`config.mk`:
```
export PLATFORM = sky130hd
export DESIGN_NAME = rational_arith_reduce
export DESIGN_NICKNAME = d
export VERILOG_FILES = /design/src/sv/rar_pkg.sv /design/src/sv/rar_mul.sv /design/src/sv/rar_sub.sv /design/src/sv/rational_arith_reduce.sv
export VERILOG_INCLUDE_DIRS = /design/src /design/src/sv
export SDC_FILE = /design/constraint.sdc
export NUM_CORES = 2
export LEC_CHECK = 0
export ABC_AREA = 1
export BUFFER_PORTS_ARGS = -buffer_cell sky130_fd_sc_hd__buf_2
export CAP_MARGIN = 40
export CORE_ASPECT_RATIO = 1.1
export CORE_UTILIZATION = 48
export CTS_CLUSTER_SIZE = 12
export DETAILED_ROUTE_END_ITERATION = 10
export PLACE_DENSITY = 0.65
export SLEW_MARGIN = 20
export SYNTH_ARGS = -nofsm -noshare
export SYNTH_HDL_FRONTEND = slang
export SYNTH_SLANG_ARGS = --single-unit
```
`constraint.sdc`:
```
create_clock -name clk -period 9.4 [get_ports clk]
set_input_delay 0 -clock clk [delete_from_list [all_inputs] [get_ports clk]]
set_output_delay 0 -clock clk [all_outputs]
set_load 0.05 [all_outputs]
```
`src/sv/rational_arith_reduce_assert.svh`:
```
// Assertion macros shared by the fraction reduction RTL.
`ifndef RATIONAL_ARITH_REDUCE_ASSERT_SVH
`define RATIONAL_ARITH_REDUCE_ASSERT_SVH

// Same-cycle implication, checked outside reset.
`define RAR_ASSERT_IMPLY(label, clk, rst_n, ante, cons, msg) \
    label: assert property (@(posedge clk) disable iff (!rst_n) (ante) |-> (cons)) \
        else $error(msg);

// Next-cycle implication, checked outside reset.
`define RAR_ASSERT_NEXT(label, clk, rst_n, ante, cons, msg) \
    label: assert property (@(posedge clk) disable iff (!rst_n) (ante) |=> (cons)) \
        else $error(msg);

`endif

```
`src/sv/rar_pkg.sv`:
```
// Types and constants shared by the fraction reduction block.
`timescale 1ns / 1ps
package rar_pkg;

    // Fixed result field widths.
    localparam int NUM_WIDTH = 33;
    localparam int DEN_WIDTH = 32;
    // Width of the wrapping cross-product arithmetic at its widest.
    localparam int WIDE = 64;

    // Operation codes of a request.
    typedef enum logic [1:0] {
        ACT_ADD = 2'd0,
        ACT_SUB = 2'd1,
        ACT_MUL = 2'd2,
        ACT_DIV = 2'd3
    } action_t;

    // Sequencer states.
    typedef enum logic [3:0] {
        S_IDLE,
        S_MUL0,
        S_MUL1,
        S_MUL2,
        S_COMB,
        S_TWOS,
        S_ODD,
        S_DIVN,
        S_DIVD,
        S_FINISH
    } state_t;

    // Status of the shared subtractor.
    typedef struct packed {
        logic neg;
        logic zero;
    } sub_flags_t;

endpackage

```
`src/sv/rar_mul.sv`:
```
// Shared signed multiplier with a registered product.
`timescale 1ns / 1ps
module rar_mul #(
    parameter int WIDTH = 16
) (
    input  logic                      clk,
    input  logic signed [WIDTH-1:0]   a,
    input  logic signed [WIDTH-1:0]   b,
    output logic signed [2*WIDTH-1:0] prod
);
    logic signed [2*WIDTH-1:0] prod_reg;

    // The full-width product is exact for two signed operands.
    always_ff @(posedge clk)
    begin
        prod_reg <= a * b;
    end

    assign prod = prod_reg;

endmodule

```
`src/sv/rar_sub.sv`:
```
// Shared subtract and compare unit for the gcd loop and the divisions.
`timescale 1ns / 1ps
module rar_sub #(
    parameter int WIDTH = 35
) (
    input  logic [WIDTH-1:0]    a,
    input  logic [WIDTH-1:0]    b,
    output logic [WIDTH-1:0]    diff,
    output rar_pkg::sub_flags_t flags
);
    import rar_pkg::*;

    // Operands arrive zero-extended, so the top bit of the difference is the borrow.
    always_comb
    begin
        diff       = a - b;
        flags.neg  = diff[WIDTH-1];
        flags.zero = (diff == '0);
    end

endmodule

```
`src/sv/rational_arith_reduce.sv`:
```
// Top level: fraction add, subtract, multiply or divide with reduction to lowest terms.
//
//   channel   signals                                          direction
//   request   req_valid, req_ready, action, left_*, right_*    into block
//   result    res_valid, res_ready, result_*, zero_denominator out of block
//
// A request passes the multiply and combine states, then the gcd loop and 2*RW division steps
// unless a term is zero, with RW = min(2*OPERAND_WIDTH+1, 64), and ends in the finish state.
// One multiplier serves the three cross products, and one subtractor serves the binary gcd
// and both restoring divisions, one step per cycle.
// req_ready is high only while the sequencer is idle; a finished result waits in the output
// register while a further request is accepted, and a full output register holds the sequencer.
// Reset clears the sequencer and the result valid flag.
`timescale 1ns / 1ps
module rational_arith_reduce #(
    parameter int OPERAND_WIDTH = 16
) (
    input  logic                                  clk,
    input  logic                                  rst_n,
    input  logic                                  req_valid,
    output logic                                  req_ready,
    input  logic [1:0]                            action,
    input  logic signed [OPERAND_WIDTH-1:0]       left_numerator,
    input  logic signed [OPERAND_WIDTH-1:0]       left_denominator,
    input  logic signed [OPERAND_WIDTH-1:0]       right_numerator,
    input  logic signed [OPERAND_WIDTH-1:0]       right_denominator,
    output logic                                  res_valid,
    input  logic                                  res_ready,
    output logic signed [rar_pkg::NUM_WIDTH-1:0]  result_numerator,
    output logic signed [rar_pkg::DEN_WIDTH-1:0]  result_denominator,
    output logic                                  zero_denominator
);
    import rar_pkg::*;

    localparam int PW   = 2 * OPERAND_WIDTH;
    localparam int RW   = (2 * OPERAND_WIDTH + 1 > WIDE) ? WIDE : 2 * OPERAND_WIDTH + 1;
    localparam int SUBW = RW + 2;
    localparam int CW   = $clog2(RW);

    state_t state_reg, state_next;

    // Captured request.
    action_t                         act_reg, act_next;
    logic signed [OPERAND_WIDTH-1:0] ln_reg, ln_next;
    logic signed [OPERAND_WIDTH-1:0] ld_reg, ld_next;
    logic signed [OPERAND_WIDTH-1:0] rn_reg, rn_next;
    logic signed [OPERAND_WIDTH-1:0] rd_reg, rd_next;

    // Products and working values.
    logic signed [PW-1:0] p0_reg, p0_next;
    logic signed [PW-1:0] p1_reg, p1_next;
    logic                 sign_n_reg, sign_n_next;
    logic                 sign_d_reg, sign_d_next;
    logic                 dzero_reg, dzero_next;
    logic [RW-1:0]        x_reg, x_next;
    logic [RW-1:0]        y_reg, y_next;
    logic [RW-1:0]        na_reg, na_next;
    logic [RW-1:0]        da_reg, da_next;
    logic [RW-1:0]        rem_reg, rem_next;
    logic [CW-1:0]        cnt_reg, cnt_next;

    // Result register.
    logic                        res_valid_reg, res_valid_next;
    logic signed [NUM_WIDTH-1:0] rnum_reg, rnum_next;
    logic signed [DEN_WIDTH-1:0] rden_reg, rden_next;
    logic                        rzero_reg, rzero_next;

    // Shared units.
    logic signed [OPERAND_WIDTH-1:0] mul_a, mul_b;
    logic signed [PW-1:0]            prod;
    logic [SUBW-1:0]                 sub_a, sub_b, sub_diff;
    sub_flags_t                      sub_flags;

    // Combined raw fraction and helpers.
    logic signed [RW-1:0]   num_raw, den_raw;
    logic [RW-1:0]          mag_n, mag_d;
    logic                   special;
    logic                   load_out;
    logic                   div_last;
    logic [RW:0]            trial;
    logic [RW-1:0]          num_s, den_s;
    logic signed [WIDE-1:0] num_wide, den_wide;

    rar_mul #(.WIDTH(OPERAND_WIDTH)) u_mul (
        .clk  (clk),
        .a    (mul_a),
        .b    (mul_b),
        .prod (prod)
    );

    rar_sub #(.WIDTH(SUBW)) u_sub (
        .a     (sub_a),
        .b     (sub_b),
        .diff  (sub_diff),
        .flags (sub_flags)
    );

    // Raw numerator and denominator from the products; the last product is the denominator.
    always_comb
    begin
        case (act_reg)
            ACT_ADD: num_raw = RW'(p0_reg) + RW'(p1_reg);
            ACT_SUB: num_raw = RW'(p0_reg) - RW'(p1_reg);
            default: num_raw = RW'(p0_reg);
        endcase
        den_raw  = RW'(prod);
        mag_n    = num_raw[RW-1] ? RW'(-num_raw) : RW'(num_raw);
        mag_d    = den_raw[RW-1] ? RW'(-den_raw) : RW'(den_raw);
        special  = (mag_n == '0) || (mag_d == '0);
        div_last = (cnt_reg == CW'(RW - 1));
        load_out = (state_reg == S_FINISH) && (!res_valid_reg || res_ready);
    end

    // Next state.
    always_comb
    begin
        state_next = state_reg;
        case (state_reg)
            S_IDLE:
            begin
                if (req_valid)
                begin
                    state_next = S_MUL0;
                end
            end
            S_MUL0: state_next = S_MUL1;
            S_MUL1: state_next = S_MUL2;
            S_MUL2: state_next = S_COMB;
            S_COMB: state_next = special ? S_FINISH : S_TWOS;
            S_TWOS:
            begin
                if (x_reg[0] || y_reg[0])
                begin
                    state_next = S_ODD;
                end
            end
            S_ODD:
            begin
                if (x_reg[0] && y_reg[0] && sub_flags.zero)
                begin
                    state_next = S_DIVN;
                end
            end
            S_DIVN:
            begin
                if (div_last)
                begin
                    state_next = S_DIVD;
                end
            end
            S_DIVD:
            begin
                if (div_last)
                begin
                    state_next = S_FINISH;
                end
            end
            S_FINISH:
            begin
                if (load_out)
                begin
                    state_next = S_IDLE;
                end
            end
            default: state_next = S_IDLE;
        endcase
    end

    // Unit operand selection and handshake outputs.
    always_comb
    begin
        req_ready = (state_reg == S_IDLE);
        mul_a     = ln_reg;
        mul_b     = rd_reg;
        sub_a     = SUBW'(x_reg);
        sub_b     = SUBW'(y_reg);
        trial     = {rem_reg, na_reg[RW-1]};
        case (state_reg)
            S_MUL0:
            begin
                mul_a = ln_reg;
                mul_b = (act_reg == ACT_MUL) ? rn_reg : rd_reg;
            end
            S_MUL1:
            begin
                mul_a = ld_reg;
                mul_b = rn_reg;
            end
            S_MUL2:
            begin
                mul_a = ld_reg;
                mul_b = (act_reg == ACT_DIV) ? rn_reg : rd_reg;
            end
            S_DIVN:
            begin
                trial = {rem_reg, na_reg[RW-1]};
                sub_a = SUBW'(trial);
            end
            S_DIVD:
            begin
                trial = {rem_reg, da_reg[RW-1]};
                sub_a = SUBW'(trial);
            end
            default:
            begin
                sub_a = SUBW'(x_reg);
            end
        endcase
    end

    // Datapath next values.
    always_comb
    begin
        act_next    = act_reg;
        ln_next     = ln_reg;
        ld_next     = ld_reg;
        rn_next     = rn_reg;
        rd_next     = rd_reg;
        p0_next     = p0_reg;
        p1_next     = p1_reg;
        sign_n_next = sign_n_reg;
        sign_d_next = sign_d_reg;
        dzero_next  = dzero_reg;
        x_next      = x_reg;
        y_next      = y_reg;
        na_next     = na_reg;
        da_next     = da_reg;
        rem_next    = rem_reg;
        cnt_next    = cnt_reg;
        case (state_reg)
            S_IDLE:
            begin
                if (req_valid)
                begin
                    act_next = action_t'(action);
                    ln_next  = left_numerator;
                    ld_next  = left_denominator;
                    rn_next  = right_numerator;
                    rd_next  = right_denominator;
                end
            end
            S_MUL1: p0_next = prod;
            S_MUL2: p1_next = prod;
            S_COMB:
            begin
                sign_n_next = num_raw[RW-1];
                sign_d_next = den_raw[RW-1];
                dzero_next  = (mag_d == '0);
                x_next      = mag_n;
                y_next      = mag_d;
                // A zero on either side leaves a unit magnitude on the other side.
                na_next     = RW'(mag_n != '0);
                da_next     = RW'(mag_d != '0);
            end
            S_TWOS:
            begin
                // Common factors of two come out of the dividends as well.
                if (!x_reg[0] && !y_reg[0])
                begin
                    x_next = x_reg >> 1;
                    y_next = y_reg >> 1;
                end
                else
                begin
                    na_next = x_reg;
                    da_next = y_reg;
                end
            end
            S_ODD:
            begin
                rem_next = '0;
                cnt_next = '0;
                if (!x_reg[0])
                begin
                    x_next = x_reg >> 1;
                end
                else if (!y_reg[0])
                begin
                    y_next = y_reg >> 1;
                end
                else if (sub_flags.neg)
                begin
                    x_next = y_reg;
                    y_next = x_reg;
                end
                else if (!sub_flags.zero)
                begin
                    x_next = sub_diff[RW-1:0];
                end
            end
            S_DIVN:
            begin
                rem_next = sub_flags.neg ? trial[RW-1:0] : sub_diff[RW-1:0];
                na_next  = {na_reg[RW-2:0], !sub_flags.neg};
                cnt_next = div_last ? '0 : cnt_reg + 1'b1;
                if (div_last)
                begin
                    rem_next = '0;
                end
            end
            S_DIVD:
            begin
                rem_next = sub_flags.neg ? trial[RW-1:0] : sub_diff[RW-1:0];
                da_next  = {da_reg[RW-2:0], !sub_flags.neg};
                cnt_next = div_last ? '0 : cnt_reg + 1'b1;
            end
            default:
            begin
                cnt_next = cnt_reg;
            end
        endcase
    end

    // Result register: signs restored, then cut to the field widths.
    always_comb
    begin
        num_s          = sign_n_reg ? RW'(-na_reg) : na_reg;
        den_s          = sign_d_reg ? RW'(-da_reg) : da_reg;
        num_wide       = WIDE'($signed(num_s));
        den_wide       = WIDE'($signed(den_s));
        rnum_next      = rnum_reg;
        rden_next      = rden_reg;
        rzero_next     = rzero_reg;
        res_valid_next = res_valid_reg && !res_ready;
        if (load_out)
        begin
            rnum_next      = num_wide[NUM_WIDTH-1:0];
            rden_next      = den_wide[DEN_WIDTH-1:0];
            rzero_next     = dzero_reg;
            res_valid_next = 1'b1;
        end
    end

    // Control registers.
    always_ff @(posedge clk or negedge rst_n)
    begin
        if (!rst_n)
        begin
            state_reg     <= S_IDLE;
            res_valid_reg <= 1'b0;
        end
        else
        begin
            state_reg     <= state_next;
            res_valid_reg <= res_valid_next;
        end
    end

    // Payload registers.
    always_ff @(posedge clk)
    begin
        act_reg    <= act_next;
        ln_reg     <= ln_next;
        ld_reg     <= ld_next;
        rn_reg     <= rn_next;
        rd_reg     <= rd_next;
        p0_reg     <= p0_next;
        p1_reg     <= p1_next;
        sign_n_reg <= sign_n_next;
        sign_d_reg <= sign_d_next;
        dzero_reg  <= dzero_next;
        x_reg      <= x_next;
        y_reg      <= y_next;
        na_reg     <= na_next;
        da_reg     <= da_next;
        rem_reg    <= rem_next;
        cnt_reg    <= cnt_next;
        rnum_reg   <= rnum_next;
        rden_reg   <= rden_next;
        rzero_reg  <= rzero_next;
    end

    assign res_valid          = res_valid_reg;
    assign result_numerator   = rnum_reg;
    assign result_denominator = rden_reg;
    assign zero_denominator   = rzero_reg;

    // Checks on the sequencer and datapath.
    `include "rational_arith_reduce_assert.svh"

    `RAR_ASSERT_NEXT(a_accept_starts, clk, rst_n, req_valid && req_ready, state_reg == S_MUL0 && !req_ready, "accepted request did not start the multiply sequence")
    `RAR_ASSERT_IMPLY(a_gcd_nonzero, clk, rst_n, state_reg == S_ODD, x_reg != '0 && y_reg != '0, "gcd loop reached a zero operand")
    `RAR_ASSERT_IMPLY(a_divisor_odd, clk, rst_n, state_reg == S_DIVN || state_reg == S_DIVD, y_reg[0], "divisor is not the odd gcd")
    `RAR_ASSERT_IMPLY(a_zero_flag, clk, rst_n, res_valid && zero_denominator, result_denominator == '0, "zero flag set with a nonzero denominator")

endmodule
```
-- Yosys cells after proc, flatten, opt, wreduce, memory -nomap -nowiden
Index checks and enable logic that the tools add are counted.
- bits in registers: 407
- output and inout bits: 68
- word-level logic and storage cells: 133
- $add $sub $neg: 8
- multipliers: 1
- equal/unequal tests: 25
- muxes and demuxes: 40
- reductions and logical operators: 35
- operators by type and width (cell ; number):
    2-to-1 mux 33 bit ; 16
    one-hot mux 33 bit (3 select lines) ; 5
    one-hot mux 34 bit (2 select lines) ; 1
    zero test 33 bit ; 2
    negator 33 bit ; 2
    one-hot mux 33 bit (2 select lines) ; 1
    nonzero test 33 bit ; 2
    2-to-1 mux 16 bit ; 3
    one-hot mux 16 bit (3 select lines) ; 1
    one-hot mux 4 bit (10 select lines) ; 1
    zero test 35 bit ; 1
    subtractor 34 x 33 -> 35 bit ; 1
    adder 32 x 32 -> 33 bit ; 1
    negator 32 -> 33 bit ; 1
    subtractor 32 x 32 -> 33 bit ; 1
    multiplier 16 x 16 -> 32 bit ; 1
    2-to-1 mux 32 bit ; 1
    negator 32 bit ; 1
    2-to-1 mux 4 bit ; 7
    != test 2 bit (second input constant) ; 9
    == test 4 x 3 -> 1 bit (second input constant) ; 4
    one-hot mux 6 bit (2 select lines) ; 1
    nonzero test 3 bit ; 4
    == test 4 x 2 -> 1 bit (second input constant) ; 2
    other kinds (21) ; 40

-- Depth between registers and ports, before layout
- word-level depth: 9
- gate-level depth with buffers: 44

-- Cells and area by module
From an unflattened synthesis, not the netlist that was laid out.
- cell total of the unflattened synthesis: 4967
- area total of the unflattened synthesis: 37582.3 µm²
- modules (own cells, without submodules) (module ; instances ; cells an instance ; area each (µm²) ; sequential area each (µm²)):
    rational_arith_reduce ; 1 ; 2754 ; 22771.8 ; 11235.8
    rar_mul ; 1 ; 1544 ; 11646.2 ; 640.6
    rar_sub ; 1 ; 669 ; 3164.3 ; 0.0

-- Worst setup path after synthesis
OpenSTA, ideal clock, no wires.
- path type: reg-to-reg
- start point: register state_reg[2]
- end point: register u_mul.prod_reg[28] (netlist: u_mul.prod[28])
- setup time: 0.123 ns
- arrival: 8.391 ns
- required time: 9.277 ns
- setup slack: 0.886 ns
- stages on the path, launching flop included: 35
- clock period less this slack: 8.514 ns
- path through: dfrtp_1 -> nor2_1 -> inv_1 -> nor2_1 -> o21ai_0 -> nand2_1 -> nor2_1 -> inv_1 -> clkbuf_1 -> nand2_1 -> nand2_1 -> clkinv_1 -> nor2_1 -> inv_1 -> fa_1 -> inv_1 -> fa_1 -> inv_1 -> fa_1 -> inv_1 -> fa_1 -> fa_1 -> inv_1 -> fa_1 -> inv_1 -> ha_1 -> a21oi_1 -> o21ai_0 -> a21oi_1 -> o21ai_1 -> a21boi_0 -> o21ai_1 -> a21oi_1 -> o21ai_1 -> xor2_1
- longest elaborated chain between the ends: 4
- ends and longest elaborated chain (element ; RTL line ; source):
    from (decl) ; rational_arith_reduce.sv:40 ; state_t state_reg, state_next;
    from (signal assigned) ; rational_arith_reduce.sv:344 ; state_reg <= state_next;
    == test 4 x 2 -> 1 bit ; rational_arith_reduce.sv:178 ; case (state_reg)
    OR reduction 2 bit (no source line) ; n/a ;
    2-to-1 mux 16 bit ; rational_arith_reduce.sv:178 ;
    multiplier 16 x 16 -> 32 bit * ; rar_mul.sv:16 ; prod_reg <= a * b;
    to (signal assigned) ; rar_mul.sv:16 ;
    to (decl) ; rar_mul.sv:11 ; logic signed [2*WIDTH-1:0] prod_reg;
Every way passes the cells marked *; elsewhere a longest branch is shown, timed or not.
A chain may end at the register's enable or synchronous reset.

-- Final worst setup path
Ends and elaborated chain as after synthesis.

==> flow_metrics.tcl <==
set metrics [dict create \
    period_needed_ns 8.48 \
    fin_tns_setup_ns 0 \
    yosys.area_share.simple_pct 20.9 \
    status "complete, but fails checks" \
    final-hold-violation-count 0 \
    dp_hpwl_mm 86.0 \
    grt_pass1_vias 29100 \
    syn-instance-count 4353 \
    synth_fp_nets 4842 \
    numPortBuffers 137 \
    track_usage_pct 28.7 \
    synth_mux_area_share_pct 0 \
    cts_setup_buffers 0 \
    async_flop_share_pct 1.23 \
    cp.required_ns 9.89 \
    avgSynthCellArea_um2 8.15 \
    tightestPinTransition_ns 0.867 \
    violations "design-rule violations" \
    htreeDepth 2 \
    ios 138 \
    yosysWarnings 0 \
    worstPathArrival_ns 8.98 \
    vias 29900 \
    hp-class "input pin to register" \
    cap_violations 0 \
    layout_commonest_cell "nand2_1" \
    synth.yosys.seq_area_share_pct 33.5 \
    rsz0062_at_grt "no" \
    first_pass_iters 9 \
    endpoint_kind "register" \
    synth_cell_types 63 \
    initial_core_util_pct 48.5 \
    synth_xor_area_share_pct 4.84 \
    via_per_inst 5.40 \
    final_cell_mix "nand2_1, inv_1, nor2_1" \
    syn_area_um2 35500 \
    wl_per_cell_um 19.5 \
    synth_enable_flop_cells 370 \
    path_class "register to register" \
    clkSlewWorstSetupHoldPaths_ns 0.06 \
    grt_pass1_wl_mm 164 \
    start_kind "register" \
    cts_tree "done" \
    fin_crit_sh_pct 90.2 \
    dr.first_iter.drc_count 2801 \
    nets 5034 \
    synth_fa_ha_area_share_pct 20.4 \
    dpl_cell_area_um2 37300 \
    die_x_um 261 \
    fp-row-count 104 \
    overflow 0 \
    fmax_ghz 0.118 \
    cp_max_fo 31 \
    maxSlewHeadroom_pct 42.2 \
    clockBufferDepth 3 \
    synthToLayoutAreaGrowth_pct 11.4 \
    cts_root_buf "clkbuf_16" \
    drt_wl_total_mm 108 \
    ant_nets 0 \
    core_um2 73100 \
    ys_ff_latch 407 \
    synth_top_family_by_area "simple AND/OR/NAND/NOR gates" \
    cts_sinks 407 \
    finalClockSkew_ns 0.0680 \
    antenna_found_initial 2 \
    cpPeakStageDelay_ns 0.66 \
    drc 20 \
    die_h_um 287 \
    report.final.setup_viol 0 \
    synthFlopType "edfxtp_1" \
    grt_max_degree 88 \
    crit_slowest_cell "o21ai_1" \
    design_area_um2 39500 \
    clock_latency_ns 0.64 \
    die_area_um2 75000 \
    drive_gt1_share_pct 7.86 \
    synth_compound_area_share_pct 9.76 \
    cts-buffers-inserted 46 \
    maxSlewViolCount 0 \
    place.gp.congestion 1.05 \
]
==> synthesized netlist by cell type (23+ instances only) <==
master / count / area (um2)
a211oi_1: 25 / 188
a21oi_1: 149 / 746
clkbuf_1: 92 / 345
dfxtp_1: 32 / 641
edfxtp_1: 370 / 11100
fa_1: 264 / 5290
ha_1: 155 / 1940
inv_1: 840 / 3150
nand2_1: 933 / 3500
nand3_1: 182 / 911
nand4_1: 38 / 238
nor2_1: 452 / 1700
nor3_1: 46 / 230
o211ai_1: 51 / 383
o21ai_0: 173 / 866
o21ai_1: 23 / 115
o221ai_1: 37 / 324
o22ai_1: 48 / 300
o31ai_1: 24 / 180
xnor2_1: 40 / 350
xor2_1: 156 / 1370
==> per-layer routing <==
| metal | up-vias | part of all wire (%) | global-route usage (%) | wire, um |
|---|---|---|---|---|
| li1 | 14300 | - | - | - |
| met4 | 0 | 5.8 | 14.1 | 6240 |
| met5 | - | 0 | 0 | 0 |
| met2 | 1189 | 49 | 50.2 | 53000 |
| met3 | 289 | 6.6 | 3.66 | 7090 |
| met1 | 14100 | 38 | 34.8 | 41500 |
==> stage by stage <==
step	worst slack (ns)	instances	utilization, %	hold WS, ns
2_1_floorplan	0.886	4353	-	-0.296
3_3_place_gp	1.15	5373	50.9	-0.161
3_5_place_dp	1.03	5376	51.0	-0.157
4_1_cts	1.01	5529	53.9	0.0637
5_1_grt	0.457	5535	54.0	0.0886
6_report	0.919	5537	54.0	0.103
==> area by class of cell <==
class	count	area (um2)
repair buffers	262	1870
multi-input cells	2958	19900
fillers	6898	33600
clock inverters	19	169
inverters	870	3270
flip-flops and latches	407	11900
clock buffers	65	1260
well taps	954	1190
diodes	2	5.00
==> worst max-delay path: cells and delay by family (launching register included) <==
kind,cells,cell delay [ns]
DFF,1,0.41
AOI/OAI and AO/OA,10,2.54
buffers and inverters,7,1.32
and+or+nand+nor,3,0.73
xor gates and xnor gates,1,0.14
adders and majority gates,7,3.21
==> what timing repair did <==
action	in CTS	in global routing
resized for setup	0	0
endpoints found under the setup margin	0	0
endpoints found under the hold margin	72	2
hold buffers	69	1
==> cell families after synthesis <==
kind of cell    count (synthesis)
compound gates                577
fa+ha+maj                     419
buf+inv                       988
flops                         407
xor+xnor                      196
simple gates                 1766
==> final timing paths <==
| path | endpoint | depth (start not counted) | slack [ns] | from |
|---|---|---|---|---|
| min in group asynchronous | state_reg[1] | 3 | 0.33 | rst_n |
| max in group asynchronous | res_valid | 3 | 8.84 | rst_n |
| max | u_mul.prod[28] | 28 | 0.92 | state_reg[2] |
| min reg2reg | zero_denominator | 0 | 0.45 | dzero_reg |
| max reg2reg | u_mul.prod[28] | 28 | 0.92 | state_reg[2] |
| min | rn_reg[1] | 2 | 0.10 | right_numerator[1] |
Power is left out: the tool's default activity adds up to more than one toggle a clock period on the data nets, which glitch-free logic cannot reach.
